## src/sv/fqs_pkg.sv

```systemverilog
// Package for the searchable FIFO queue: sizes, request and status codes,
// state machine type, and the structs passed between the queue's modules.
// Depends on nothing; every other file imports it.
package fqs_pkg;

    localparam int QUEUE_DEPTH   = 16;
    localparam int IDX_W         = (QUEUE_DEPTH > 1) ? $clog2(QUEUE_DEPTH) : 1;
    localparam int COUNT_W       = $clog2(QUEUE_DEPTH + 1);
    localparam int DATA_W        = 32;
    localparam int REQ_W         = 2;
    localparam int STATUS_W      = 2;
    localparam int COUNT_FIELD_W = 5;
    localparam int POS_FIELD_W   = 4;

    typedef enum logic [REQ_W-1:0] {
        REQ_PUSH = 2'd0,
        REQ_POP  = 2'd1,
        REQ_FIND = 2'd2
    } t_req_type;

    typedef enum logic [STATUS_W-1:0] {
        ST_OK    = 2'd0,
        ST_FULL  = 2'd1,
        ST_EMPTY = 2'd2
    } t_status;

    typedef enum logic [1:0] {
        S_IDLE,
        S_POP_RD,
        S_FIND,
        S_DONE
    } t_state;

    typedef struct packed {
        logic              en;
        logic [IDX_W-1:0]  addr;
        logic [DATA_W-1:0] data;
    } t_mem_wr;

    typedef struct packed {
        logic             en;
        logic [IDX_W-1:0] addr;
    } t_mem_rd;

    typedef struct packed {
        t_status                  status_code;
        logic [DATA_W-1:0]        popped_value;
        logic [DATA_W-1:0]        head_value;
        logic                     is_empty;
        logic [COUNT_FIELD_W-1:0] entry_count;
        logic [COUNT_FIELD_W-1:0] even_count;
        logic                     found;
        logic [POS_FIELD_W-1:0]   found_position;
    } t_result;

    function automatic logic [IDX_W-1:0] next_slot(input logic [IDX_W-1:0] idx);
        return (32'(idx) == QUEUE_DEPTH - 1) ? '0 : idx + IDX_W'(1);
    endfunction

    function automatic logic [COUNT_FIELD_W-1:0] to_count_field(
        input logic [COUNT_W-1:0] c
    );
        logic [31:0] w;
        w = 32'(c);
        return w[COUNT_FIELD_W-1:0];
    endfunction

    function automatic logic [POS_FIELD_W-1:0] to_pos_field(input logic [IDX_W-1:0] p);
        logic [31:0] w;
        w = 32'(p);
        return w[POS_FIELD_W-1:0];
    endfunction

endpackage

```

## src/sv/fqs_req_if.sv

```systemverilog
// Request channel of the searchable FIFO queue: valid, ready and the request item.
// Depends on fqs_pkg for field widths.
interface fqs_req_if;
    import fqs_pkg::*;

    logic              valid;
    logic              ready;
    logic [REQ_W-1:0]  req_type;
    logic signed [DATA_W-1:0] operand_value;

    modport source (output valid, output req_type, output operand_value, input ready);
    modport sink   (input valid, input req_type, input operand_value, output ready);
endinterface

```

## src/sv/fqs_rsp_if.sv

```systemverilog
// Result channel of the searchable FIFO queue: valid, ready and the result item.
// Depends on fqs_pkg for field widths.
interface fqs_rsp_if;
    import fqs_pkg::*;

    logic                      valid;
    logic                      ready;
    logic [STATUS_W-1:0]       status_code;
    logic signed [DATA_W-1:0]  popped_value;
    logic signed [DATA_W-1:0]  head_value;
    logic                      is_empty;
    logic [COUNT_FIELD_W-1:0]  entry_count;
    logic [COUNT_FIELD_W-1:0]  even_count;
    logic                      found;
    logic [POS_FIELD_W-1:0]    found_position;

    modport source (
        output valid, output status_code, output popped_value, output head_value,
        output is_empty, output entry_count, output even_count, output found,
        output found_position, input ready
    );
    modport sink (
        input valid, input status_code, input popped_value, input head_value,
        input is_empty, input entry_count, input even_count, input found,
        input found_position, output ready
    );
endinterface

```

## src/sv/fqs_store.sv

```systemverilog
// Entry memory of the searchable FIFO queue: one write port, one read port
// with registered read data. Depends on fqs_pkg.
module fqs_store (
    input  logic                      i_clk,
    input  fqs_pkg::t_mem_wr          i_wr,
    input  fqs_pkg::t_mem_rd          i_rd,
    output logic [fqs_pkg::DATA_W-1:0] o_rd_data
);
    import fqs_pkg::*;

    logic [DATA_W-1:0] mem [QUEUE_DEPTH];
    logic [DATA_W-1:0] r_rd_data;

    always_ff @(posedge i_clk) begin
        if (i_wr.en) begin
            mem[i_wr.addr] <= i_wr.data;
        end
    end

    always_ff @(posedge i_clk) begin
        if (i_rd.en) begin
            r_rd_data <= mem[i_rd.addr];
        end
    end

    assign o_rd_data = r_rd_data;

endmodule

```

## src/sv/fqs_ctrl.sv

```systemverilog
// Sequencer of the searchable FIFO queue: pointers, counts, head cache and the
// search walk over the entry memory. Depends on fqs_pkg and fqs_req_if.
module fqs_ctrl (
    input  logic                       i_clk,
    input  logic                       i_rst_n,
    fqs_req_if.sink                    i_req,
    output fqs_pkg::t_mem_wr           o_mem_wr,
    output fqs_pkg::t_mem_rd           o_mem_rd,
    input  logic [fqs_pkg::DATA_W-1:0] i_rd_data,
    output fqs_pkg::t_result           o_result,
    output logic                       o_result_load,
    input  logic                       i_out_free
);
    import fqs_pkg::*;

    t_state             r_state, n_state;
    logic [IDX_W-1:0]   r_head, n_head;
    logic [IDX_W-1:0]   r_tail, n_tail;
    logic [COUNT_W-1:0] r_count, n_count;
    logic [COUNT_W-1:0] r_even, n_even;
    logic [DATA_W-1:0]  r_head_val, n_head_val;
    logic [DATA_W-1:0]  r_key, n_key;
    logic [IDX_W-1:0]   r_scan, n_scan;
    logic [IDX_W-1:0]   r_scan_addr, n_scan_addr;
    t_status            r_status, n_status;
    logic [DATA_W-1:0]  r_popped, n_popped;
    logic               r_found, n_found;
    logic [IDX_W-1:0]   r_pos, n_pos;

    always_ff @(posedge i_clk) begin
        if (!i_rst_n) begin
            r_state <= S_IDLE;
            r_head  <= '0;
            r_tail  <= '0;
            r_count <= '0;
            r_even  <= '0;
        end else begin
            r_state <= n_state;
            r_head  <= n_head;
            r_tail  <= n_tail;
            r_count <= n_count;
            r_even  <= n_even;
        end
    end

    always_ff @(posedge i_clk) begin
        r_head_val  <= n_head_val;
        r_key       <= n_key;
        r_scan      <= n_scan;
        r_scan_addr <= n_scan_addr;
        r_status    <= n_status;
        r_popped    <= n_popped;
        r_found     <= n_found;
        r_pos       <= n_pos;
    end

    always_comb begin
        n_state       = r_state;
        n_head        = r_head;
        n_tail        = r_tail;
        n_count       = r_count;
        n_even        = r_even;
        n_head_val    = r_head_val;
        n_key         = r_key;
        n_scan        = r_scan;
        n_scan_addr   = r_scan_addr;
        n_status      = r_status;
        n_popped      = r_popped;
        n_found       = r_found;
        n_pos         = r_pos;
        i_req.ready   = 1'b0;
        o_mem_wr      = '0;
        o_mem_rd      = '0;
        o_result_load = 1'b0;

        case (r_state)
            S_IDLE: begin
                i_req.ready = 1'b1;
                if (i_req.valid) begin
                    n_status = ST_OK;
                    n_popped = '0;
                    n_found  = 1'b0;
                    n_pos    = '0;
                    n_state  = S_DONE;
                    case (i_req.req_type)
                        REQ_PUSH: begin
                            if (r_count == COUNT_W'(QUEUE_DEPTH)) begin
                                n_status = ST_FULL;
                            end else begin
                                o_mem_wr.en   = 1'b1;
                                o_mem_wr.addr = r_tail;
                                o_mem_wr.data = i_req.operand_value;
                                n_tail        = next_slot(r_tail);
                                n_count       = r_count + COUNT_W'(1);
                                if (!i_req.operand_value[0]) begin
                                    n_even = r_even + COUNT_W'(1);
                                end
                                if (r_count == '0) begin
                                    n_head_val = i_req.operand_value;
                                end
                            end
                        end
                        REQ_POP: begin
                            if (r_count == '0) begin
                                n_status = ST_EMPTY;
                            end else begin
                                n_popped = r_head_val;
                                n_head   = next_slot(r_head);
                                n_count  = r_count - COUNT_W'(1);
                                if (!r_head_val[0]) begin
                                    n_even = r_even - COUNT_W'(1);
                                end
                                if (r_count != COUNT_W'(1)) begin
                                    o_mem_rd.en   = 1'b1;
                                    o_mem_rd.addr = next_slot(r_head);
                                    n_state       = S_POP_RD;
                                end
                            end
                        end
                        REQ_FIND: begin
                            n_key = i_req.operand_value;
                            if (r_count != '0) begin
                                o_mem_rd.en   = 1'b1;
                                o_mem_rd.addr = r_head;
                                n_scan        = '0;
                                n_scan_addr   = r_head;
                                n_state       = S_FIND;
                            end
                        end
                        default: begin
                        end
                    endcase
                end
            end
            S_POP_RD: begin
                n_head_val = i_rd_data;
                n_state    = S_DONE;
            end
            S_FIND: begin
                if (i_rd_data == r_key) begin
                    n_found = 1'b1;
                    n_pos   = r_scan;
                    n_state = S_DONE;
                end else if ((COUNT_W'(r_scan) + COUNT_W'(1)) == r_count) begin
                    n_state = S_DONE;
                end else begin
                    o_mem_rd.en   = 1'b1;
                    o_mem_rd.addr = next_slot(r_scan_addr);
                    n_scan_addr   = next_slot(r_scan_addr);
                    n_scan        = r_scan + IDX_W'(1);
                end
            end
            S_DONE: begin
                if (i_out_free) begin
                    o_result_load = 1'b1;
                    n_state       = S_IDLE;
                end
            end
            default: begin
                n_state = S_IDLE;
            end
        endcase
    end

    always_comb begin
        o_result.status_code    = r_status;
        o_result.popped_value   = r_popped;
        o_result.head_value     = (r_count != '0) ? r_head_val : '0;
        o_result.is_empty       = (r_count == '0);
        o_result.entry_count    = to_count_field(r_count);
        o_result.even_count     = to_count_field(r_even);
        o_result.found          = r_found;
        o_result.found_position = to_pos_field(r_pos);
    end

endmodule

```

## src/sv/fqs_out_reg.sv

```systemverilog
// Output register of the searchable FIFO queue: holds one finished result
// until the result channel takes it. Depends on fqs_pkg and fqs_rsp_if.
module fqs_out_reg (
    input  logic             i_clk,
    input  logic             i_rst_n,
    input  fqs_pkg::t_result i_result,
    input  logic             i_load,
    output logic             o_free,
    fqs_rsp_if.source        o_rsp
);
    import fqs_pkg::*;

    logic    r_valid;
    t_result r_result;

    always_ff @(posedge i_clk) begin
        if (!i_rst_n) begin
            r_valid <= 1'b0;
        end else if (i_load) begin
            r_valid <= 1'b1;
        end else if (o_rsp.ready) begin
            r_valid <= 1'b0;
        end
    end

    always_ff @(posedge i_clk) begin
        if (i_load) begin
            r_result <= i_result;
        end
    end

    assign o_free               = !r_valid || o_rsp.ready;
    assign o_rsp.valid          = r_valid;
    assign o_rsp.status_code    = r_result.status_code;
    assign o_rsp.popped_value   = r_result.popped_value;
    assign o_rsp.head_value     = r_result.head_value;
    assign o_rsp.is_empty       = r_result.is_empty;
    assign o_rsp.entry_count    = r_result.entry_count;
    assign o_rsp.even_count     = r_result.even_count;
    assign o_rsp.found          = r_result.found;
    assign o_rsp.found_position = r_result.found_position;

endmodule

```

## src/sv/fifo_queue_with_search.sv

```systemverilog
// Top level of the searchable FIFO queue: sequencer, entry memory and output
// register. Depends on fqs_pkg, fqs_req_if, fqs_rsp_if and the fqs_ modules.
//
//   Channel  Direction  Item
//   i_req    in         req_type, operand_value
//   o_rsp    out        status_code, popped_value, head_value, is_empty,
//                       entry_count, even_count, found, found_position
//
// One item is in work at a time. Push, a refused request and an unused request
// kind go from idle straight to the delivery step; a pop that leaves entries
// first passes a read step, since the new head is read from the entry memory.
// Find does one memory read per entry walked. Reset empties the queue at once.
// A waiting result stalls only the delivery step of the following item.
module fifo_queue_with_search (
    input  logic      i_clk,
    input  logic      i_rst_n,
    fqs_req_if.sink   i_req,
    fqs_rsp_if.source o_rsp
);
    import fqs_pkg::*;

    t_mem_wr           mem_wr;
    t_mem_rd           mem_rd;
    logic [DATA_W-1:0] rd_data;
    t_result           result;
    logic              result_load;
    logic              out_free;

    fqs_ctrl u_ctrl (
        .i_clk         (i_clk),
        .i_rst_n       (i_rst_n),
        .i_req         (i_req),
        .o_mem_wr      (mem_wr),
        .o_mem_rd      (mem_rd),
        .i_rd_data     (rd_data),
        .o_result      (result),
        .o_result_load (result_load),
        .i_out_free    (out_free)
    );

    fqs_store u_store (
        .i_clk     (i_clk),
        .i_wr      (mem_wr),
        .i_rd      (mem_rd),
        .o_rd_data (rd_data)
    );

    fqs_out_reg u_out_reg (
        .i_clk    (i_clk),
        .i_rst_n  (i_rst_n),
        .i_result (result),
        .i_load   (result_load),
        .o_free   (out_free),
        .o_rsp    (o_rsp)
    );

    a_one_item_in_work: assert property (@(posedge i_clk) disable iff (!i_rst_n)
        (i_req.valid && i_req.ready) |=> !i_req.ready)
        else $error("A request was accepted while another item was in work.");

    a_empty_matches_count: assert property (@(posedge i_clk) disable iff (!i_rst_n)
        o_rsp.valid |-> (o_rsp.is_empty == (o_rsp.entry_count == '0)))
        else $error("The empty flag disagrees with the entry count.");

    a_even_within_count: assert property (@(posedge i_clk) disable iff (!i_rst_n)
        o_rsp.valid |-> (o_rsp.even_count <= o_rsp.entry_count))
        else $error("The even count exceeds the entry count.");

    a_found_in_range: assert property (@(posedge i_clk) disable iff (!i_rst_n)
        (o_rsp.valid && o_rsp.found) |->
            (COUNT_FIELD_W'(o_rsp.found_position) < o_rsp.entry_count))
        else $error("A match was reported beyond the held entries.");

    a_load_only_when_free: assert property (@(posedge i_clk) disable iff (!i_rst_n)
        result_load |-> out_free)
        else $error("A result was loaded over one not yet taken.");

endmodule

```

## src/flat_wrapper.sv

```systemverilog
// flat-port wrapper written by rule: the top's interface ports become plain ports
module fifo_queue_with_search_flat import fqs_pkg::*;
  (i_clk, i_rst_n, i_req_valid, i_req_req_type, i_req_operand_value, i_req_ready, o_rsp_valid, o_rsp_status_code, o_rsp_popped_value, o_rsp_head_value, o_rsp_is_empty, o_rsp_entry_count, o_rsp_even_count, o_rsp_found, o_rsp_found_position, o_rsp_ready);
  fqs_req_if i_req_i ();
  fqs_rsp_if o_rsp_i ();
  input  logic i_clk;
  input  logic i_rst_n;
  input wire logic [$bits(i_req_i.valid)-1:0] i_req_valid;
  input wire logic [$bits(i_req_i.req_type)-1:0] i_req_req_type;
  input wire logic [$bits(i_req_i.operand_value)-1:0] i_req_operand_value;
  output wire logic [$bits(i_req_i.ready)-1:0] i_req_ready;
  output wire logic [$bits(o_rsp_i.valid)-1:0] o_rsp_valid;
  output wire logic [$bits(o_rsp_i.status_code)-1:0] o_rsp_status_code;
  output wire logic [$bits(o_rsp_i.popped_value)-1:0] o_rsp_popped_value;
  output wire logic [$bits(o_rsp_i.head_value)-1:0] o_rsp_head_value;
  output wire logic [$bits(o_rsp_i.is_empty)-1:0] o_rsp_is_empty;
  output wire logic [$bits(o_rsp_i.entry_count)-1:0] o_rsp_entry_count;
  output wire logic [$bits(o_rsp_i.even_count)-1:0] o_rsp_even_count;
  output wire logic [$bits(o_rsp_i.found)-1:0] o_rsp_found;
  output wire logic [$bits(o_rsp_i.found_position)-1:0] o_rsp_found_position;
  input wire logic [$bits(o_rsp_i.ready)-1:0] o_rsp_ready;
  assign i_req_i.valid = i_req_valid;
  assign i_req_i.req_type = i_req_req_type;
  assign i_req_i.operand_value = i_req_operand_value;
  assign i_req_ready = i_req_i.ready;
  assign o_rsp_valid = o_rsp_i.valid;
  assign o_rsp_status_code = o_rsp_i.status_code;
  assign o_rsp_popped_value = o_rsp_i.popped_value;
  assign o_rsp_head_value = o_rsp_i.head_value;
  assign o_rsp_is_empty = o_rsp_i.is_empty;
  assign o_rsp_entry_count = o_rsp_i.entry_count;
  assign o_rsp_even_count = o_rsp_i.even_count;
  assign o_rsp_found = o_rsp_i.found;
  assign o_rsp_found_position = o_rsp_i.found_position;
  assign o_rsp_i.ready = o_rsp_ready;
  fifo_queue_with_search u_core (.i_clk(i_clk), .i_rst_n(i_rst_n), .i_req(i_req_i), .o_rsp(o_rsp_i));
endmodule
```

## config.mk

```make
export PLATFORM = sky130hd
export DESIGN_NAME = fifo_queue_with_search_flat
export DESIGN_NICKNAME = d
export VERILOG_FILES = /design/src/sv/fqs_pkg.sv /design/src/sv/fqs_req_if.sv /design/src/sv/fqs_rsp_if.sv /design/src/sv/fqs_store.sv /design/src/sv/fqs_ctrl.sv /design/src/sv/fqs_out_reg.sv /design/src/sv/fifo_queue_with_search.sv /design/src/flat_wrapper.sv
export SDC_FILE = /design/constraint.sdc
export NUM_CORES = 1
export LEC_CHECK = 0
export BUFFER_PORTS_ARGS = -buffer_cell sky130_fd_sc_hd__buf_2
export CAP_MARGIN = 10
export CELL_PAD_IN_SITES_DETAIL_PLACEMENT = 0
export CELL_PAD_IN_SITES_GLOBAL_PLACEMENT = 1
export CORE_UTILIZATION = 45
export DETAILED_ROUTE_END_ITERATION = 16
export GPL_ROUTABILITY_DRIVEN = 0
export PLACE_DENSITY_LB_ADDON = 0.1
export RECOVER_POWER = 50
export SYNTH_ARGS = -nofsm -noshare
export SYNTH_HDL_FRONTEND = slang
export SYNTH_SLANG_ARGS = --single-unit
export TNS_END_PERCENT = 30
```

## constraint.sdc

```tcl
create_clock -name i_clk -period 7.45 [get_ports i_clk]
set_input_delay 1.49 -clock i_clk [delete_from_list [all_inputs] [get_ports i_clk]]
set_output_delay 1.49 -clock i_clk [all_outputs]
set_load 0.01 [all_outputs]
```

== Word level (Yosys, flattened, before mapping) ==
Memory sizes are Yosys's and may differ from the RTL's. A register that Yosys moved wholly into a read port is not among the register bits.
Index checks and enable logic that the tools add are counted.

* Reductions and logical operators: 21
* Equal/unequal tests: 27
* Mux-type cells: 65
* Bitwise gates (word level): 3
* Add/sub/neg operators: 9

{| class="wikitable"
|+ Operators with widths
! operator !! number
|-
| $mux W37 || 4
|-
| $mux W32 || 4
|-
| $pmux W32 S2 || 1
|-
| $mux W4 || 15
|-
| $mux W5 || 12
|-
| $pmux W5 S2 || 4
|-
| $eq A32 B32 Y1 || 1
|-
| $pmux W4 S2 || 3
|-
| $ne A2 B2 Y1 const B || 11
|-
| $add A4 B1 Y4 const B || 4
|-
| $mux W2 || 7
|-
| $eq A4 B4 Y1 const B || 3
|-
| $mux W1 || 11
|-
| $add A5 B1 Y5 const B || 2
|-
| $reduce_and A5 Y1 || 2
|-
| $sub A5 B1 Y5 const B || 2
|-
| $reduce_and A3 Y1 || 3
|-
| $pmux W2 S2 || 2
|-
| $pmux W2 S4 || 1
|-
| $reduce_and A4 Y1 || 2
|-
| $reduce_bool A2 Y1 || 4
|-
| $reduce_and A7 Y1 || 1
|-
| $eq A2 B2 Y1 const B || 3
|-
| $ne A2 B1 Y1 const B || 3
|-
| 16 further kinds || 20
|}

* Bits of input ports: 38
* Output and inout port bits: 84
* Bits in registers: 214
* Bits in writable memories: 512
* Logic and storage cells: 148
* Memories: 1

{| class="wikitable"
|+ Memories
! memory !! words !! width !! read ports !! clocked after memory_dff !! write ports !! line !! RTL
|-
| u_core.u_store.mem || 16 || 32 || 1 || 1 || 1 || fqs_store.sv:11 || <nowiki>logic [DATA_W-1:0] mem [QUEUE_DEPTH];</nowiki>
|}

== Longest topological paths before layout ==
* Depth in word-level cells: 7
* Depth in mapped cells: 14
* Depth with buffers taken out: 10

== Cells and area by module ==
A second synthesis with hierarchy kept.

* Cell total of the unflattened synthesis: 1443
* Area total of the unflattened synthesis: 29210.5 µm²

{| class="wikitable"
|+ By module, submodules not included
! module !! area an instance (µm²) !! times used !! seq. area each (µm²) !! cells each
|-
| fqs_store || 20155.6 || 1 || 16335.7 || 838
|-
| fqs_ctrl || 6543.8 || 1 || 3733.6 || 519
|-
| fqs_out_reg || 2511.2 || 1 || 2482.4 || 86
|}

== Worst setup path before layout ==
No wires, ideal clock.

* Path type: input -> register
* Start: input o_rsp_ready
* End: register u_core.u_out_reg.r_result, in the netlist u_core.u_out_reg.o_rsp.entry_count[0], enable pin
* Arrival time: 5.194 ns
* Library setup time: 0.533 ns
* Buffers on the path: 0
* Cell stages on the path: 2
* Data required time: 6.917 ns
* Setup slack: 1.723 ns
* Cell sequence: nor2b_1 nor2b_1

* Word-level cells in the longest chain between the ends: 3

{| class="wikitable"
|+ RTL lines
! item !! line !! RTL
|-
| start: declaration || flat_wrapper.sv:21 || <nowiki>input wire logic [$bits(o_rsp_i.ready)-1:0] o_rsp_ready;</nowiki>
|-
| $logic_or A1 B1 Y1 || fqs_out_reg.sv:32 || <nowiki>assign o_free = !r_valid || o_rsp.ready;</nowiki>
|-
| $mux W1 || fqs_ctrl.sv:154 || <nowiki>if (i_out_free) begin</nowiki>
|-
| $mux W1 || fqs_ctrl.sv:76 || <nowiki>case (r_state)</nowiki>
|-
| via u_core.result_load || fifo_queue_with_search.sv:26 || <nowiki>logic result_load;</nowiki>
|-
| end signal: assignment || fqs_out_reg.sv:28 || <nowiki>r_result <= i_result;</nowiki>
|-
| end: declaration || fqs_out_reg.sv:14 || <nowiki>t_result r_result;</nowiki>
|}

The timed path passes the listed nets, and every way through them passes these cells.
A chain may end at the register's enable or synchronous reset.

== Final worst setup path ==
* Start: input i_req_valid
* End: memory u_core.u_store.mem[1][21], enable pin

* Word-level cells in the longest chain between the ends: 4

{| class="wikitable"
|+ RTL lines
! item !! line !! RTL
|-
| start: declaration || flat_wrapper.sv:8 || <nowiki>input wire logic [$bits(i_req_i.valid)-1:0] i_req_valid;</nowiki>
|-
| $mux W37 (*) || fqs_ctrl.sv:79 || <nowiki>if (i_req.valid) begin</nowiki>
|-
| $mux W37 (*) || fqs_ctrl.sv:76 ||
|-
| $mux W1 || fqs_store.sv:15 || <nowiki>if (i_wr.en) begin</nowiki>
|-
| $mux W1 (implied by the code) || fqs_store.sv:16 || <nowiki>mem[i_wr.addr] <= i_wr.data;</nowiki>
|-
| end: declaration || fqs_store.sv:11 ||
|}

Every way passes the cells marked *; elsewhere a longest branch is shown, timed or not.

==> metrics.txt <==
status=finished, violations left; failing checks=max-capacitance violations, max-slew violations; initial antenna violation count=3; setup TNS=0 ns; nets=roughly 2.2k; clock share of power=35.1%; post-synthesis sequential area ratio=~72%; Worst Hold Margin=slightly above 0.4 ns; Ports=about 120; cts repair resizes=0; die extent in y=265.1 um; Synth Register Bits=758; complex-gate fraction of the synthesized area=between 10% and 20%; Final Max Tran Viols=roughly 350; Slew @ Worst Pin=~3.7 ns; Post-Synth XOR/XNOR Area=approximately 1.5%; cell taking the most area after synthesis=edfxtp_1; Synth Instances=roughly 2.0k; min-delay worst type=reg -> reg; DR DRC count=0; Mapped Area=between 30000 and 40000 um2; ranking of synthesized cells by area=edfxtp_1, a221oi_1, mux2_2, mux2i_1, and2_1; Crit Path Max Fanout=40; CTS max path bufs=3; HPWL Detailed=49010 um; fraction of registers with async set/reset=0%; TritonCTS Buffers=between 80 and 90; Core Rows=96; Finish-stage setup viols=0; Multi-input gate area=8033 um2; Max transition margin=-146.6%; number of global-route vias before repair=approximately 18k; Area Growth Syn to Fin=13.24%; VDD IR max=around 0.17 mV; via count of the routed design=between 15k and 20k; Clk Latency, worst-skew pair=just over 0.6 ns; Util after Layout=51.44%; net count after synthesis=approximately 2.1k; WL final=between 80000 and 90000 um; critical path class=in -> reg; Design Area, Final=approximately 35000 um2; clock slew at reported path FFs=about 0.060 ns; Reg area=approximately 23000 um2; placed cell area=between 30000 and 40000 um2; top cell type's share of synthesized area=71.03%; via/cell ratio=5.928; fin crit share=between 80% and 90%; layout filler cell count=roughly 5.8k; Adder-Cell Fraction of Synth Area=less than 1%; H-tree depth=3; syn avg cell area=15.44 um2; Clock Skews=around 0.021 ns; # clock sinks=around 760; Synth cell types=56; Commonest cells post-synth=edfxtp_1, nand2_1, a21oi_1, and2_1; register share of total power=46.2%; die area=approximately 70000 um2; initial DRC count=1569; grt ovf=0; Worst Path Required=approximately 7.7 ns; combinational share of power=approximately a fifth; Final Hold Viols=0; GR Util All Layers=approximately a quarter; initial core utilization=roughly 45%; PortBufs=between 100 and 150; Switch Pwr=about 3.3 mW; pin count of the biggest net entering global routing=about 160; largest family of logic cells by synthesized area=compound AO/OA/AOI/OAI gates; CTS tree=built; mux contribution to synthesized area=under 10%; critical path capture point type=register; core box area=roughly 70000 um2; layout cells sized above 1=around 12%; count leader, synth=edfxtp_1; Die X=about 270 um; # diodes=0; EDFF count, synth=737; first-pass GRT wire length=approximately 120000 um; synth warn=0; ANT nets after route=0; most used flip-flop cell after synthesis=edfxtp_1; setup bufs post-CTS=0; Max Freq=165.2 MHz; max cap viols=9; Critical Path Source Type=input port; CP Data Arrival Time=between 6 and 7 ns; Wirelength per Cell=between 20 and 30 um; DRT Pass-1 Iters=7; power density cells=324.8 nW/um2; CTS Root Cell=clkbuf_16; Tot Pwr=roughly 11 mW; Tmin final=around 6 ns; Pleak=between 10 and 15 nW; cts-stage hold buffer count=0; Pint=8.186 mW; simple-gate share of the synthesized area=7.373%; RSZ-0062 raised after global routing=false; Sw Share=between 20% and 30%
## cells by family (layout without fill, tap and decap cells)
kind of cell,Yosys count,after routing
flip-flops,758,758
AND/OR/NAND/NOR,446,446
AO/OA/AOI/OAI,442,442
buffers and inverters,169,326
multiplexers,133,133
XOR/XNOR,51,51
adder cells (fa/ha/maj),19,19
## worst max-delay path: stages
cell,delay [ns]
clkbuf_1,0.12
and2_2,0.16
buf_4,0.42
nand2_1,0.14
a31oi_1,1.41
nand2_1,0.53
nor2_1,1.38
buf_4,0.60
## routing by layer
layer | part of all wire (%) | GRT usage, % | vias up
li1 | - | - | 8143
met1 | 43 | 33.21 | 9492
met2 | 49 | 39.33 | 670
met3 | 6.2 | 3.342 | 106
met4 | 1.9 | 7.249 | 0
met5 | 0 | 0 | -
## registers in the layout, indices dropped and copies added, names as in the netlist, 4 cells and up
name and cells:
u_core.u_ctrl.r_count 5, u_core.u_out_reg.o_rsp.head_value 32, u_core.u_ctrl.r_key 32, u_core.u_ctrl.r_pos 4, u_core.u_ctrl.r_even 5, u_core.u_ctrl.r_head 4, u_core.u_out_reg.o_rsp.popped_value 32, u_core.u_ctrl.r_head_val 32
u_core.u_ctrl.r_scan 4, u_core.u_store.o_rd_data 32, u_core.u_out_reg.o_rsp.found_position 4, u_core.u_out_reg.o_rsp.even_count 5, u_core.u_ctrl.r_tail 4, u_core.u_out_reg.o_rsp.entry_count 5, u_core.u_store.mem 512, u_core.u_ctrl.r_popped 32
u_core.u_ctrl.r_scan_addr 4
## area by class of cell
cell class / count / share of cell area [%]
Clock inverter: 50 / 1.472
Tap cell: 931 / 3.302
Clock buffer: 93 / 6.022
Multi-Input combinational cell: 1091 / 22.77
Inverter: 17 / 0.1809
Sequential cell: 758 / 63.92
Timing Repair Buffer: 166 / 2.337
## cells in the final DEF, fill, tap and decap left out, drive strengths merged, types with 34 or more instances in the layout
master and count:
nand2 147, a21oi 112, and2 106, edfxtp 737, mux2i 68, o211a 65, and3 67, or3 34
nor2 52, clkbuf 218, buf 41, a221oi 96, xor2 42, a211oi 67, mux2 65
## power by group through the flow
stage	Combinational [mW]	Sequential (mW)	Clock [mW]
2_1_floorplan	1.46	5.28	0
3_3_place_gp	2.17	5.35	0
3_5_place_dp	2.19	5.35	0
4_1_cts	2.20	5.26	4.10
5_1_grt	2.32	5.31	4.27
6_report	2.15	5.29	4.02
## final timing paths
check,end,cells after the start,from,slack (ns)
setup / recovery,u_core.u_store.mem[1][21],8,i_req_valid,1.40
hold / removal,u_core.u_out_reg.o_rsp.popped_value[25],0,u_core.u_ctrl.r_popped[25],0.41
setup reg to reg,u_core.u_store.mem[1][21],9,u_core.u_ctrl.r_state[0],1.54
hold reg to reg,u_core.u_out_reg.o_rsp.popped_value[25],0,u_core.u_ctrl.r_popped[25],0.41
## through the flow
step	cells	worst slack [ns]
3_3_place_gp	2963	2.317
5_1_grt	3106	1.234
4_1_cts	3106	2.267
2_1_floorplan	2018	1.723
6_report	3106	1.398
3_5_place_dp	2963	2.291
(Power assumes the default switching activity.)
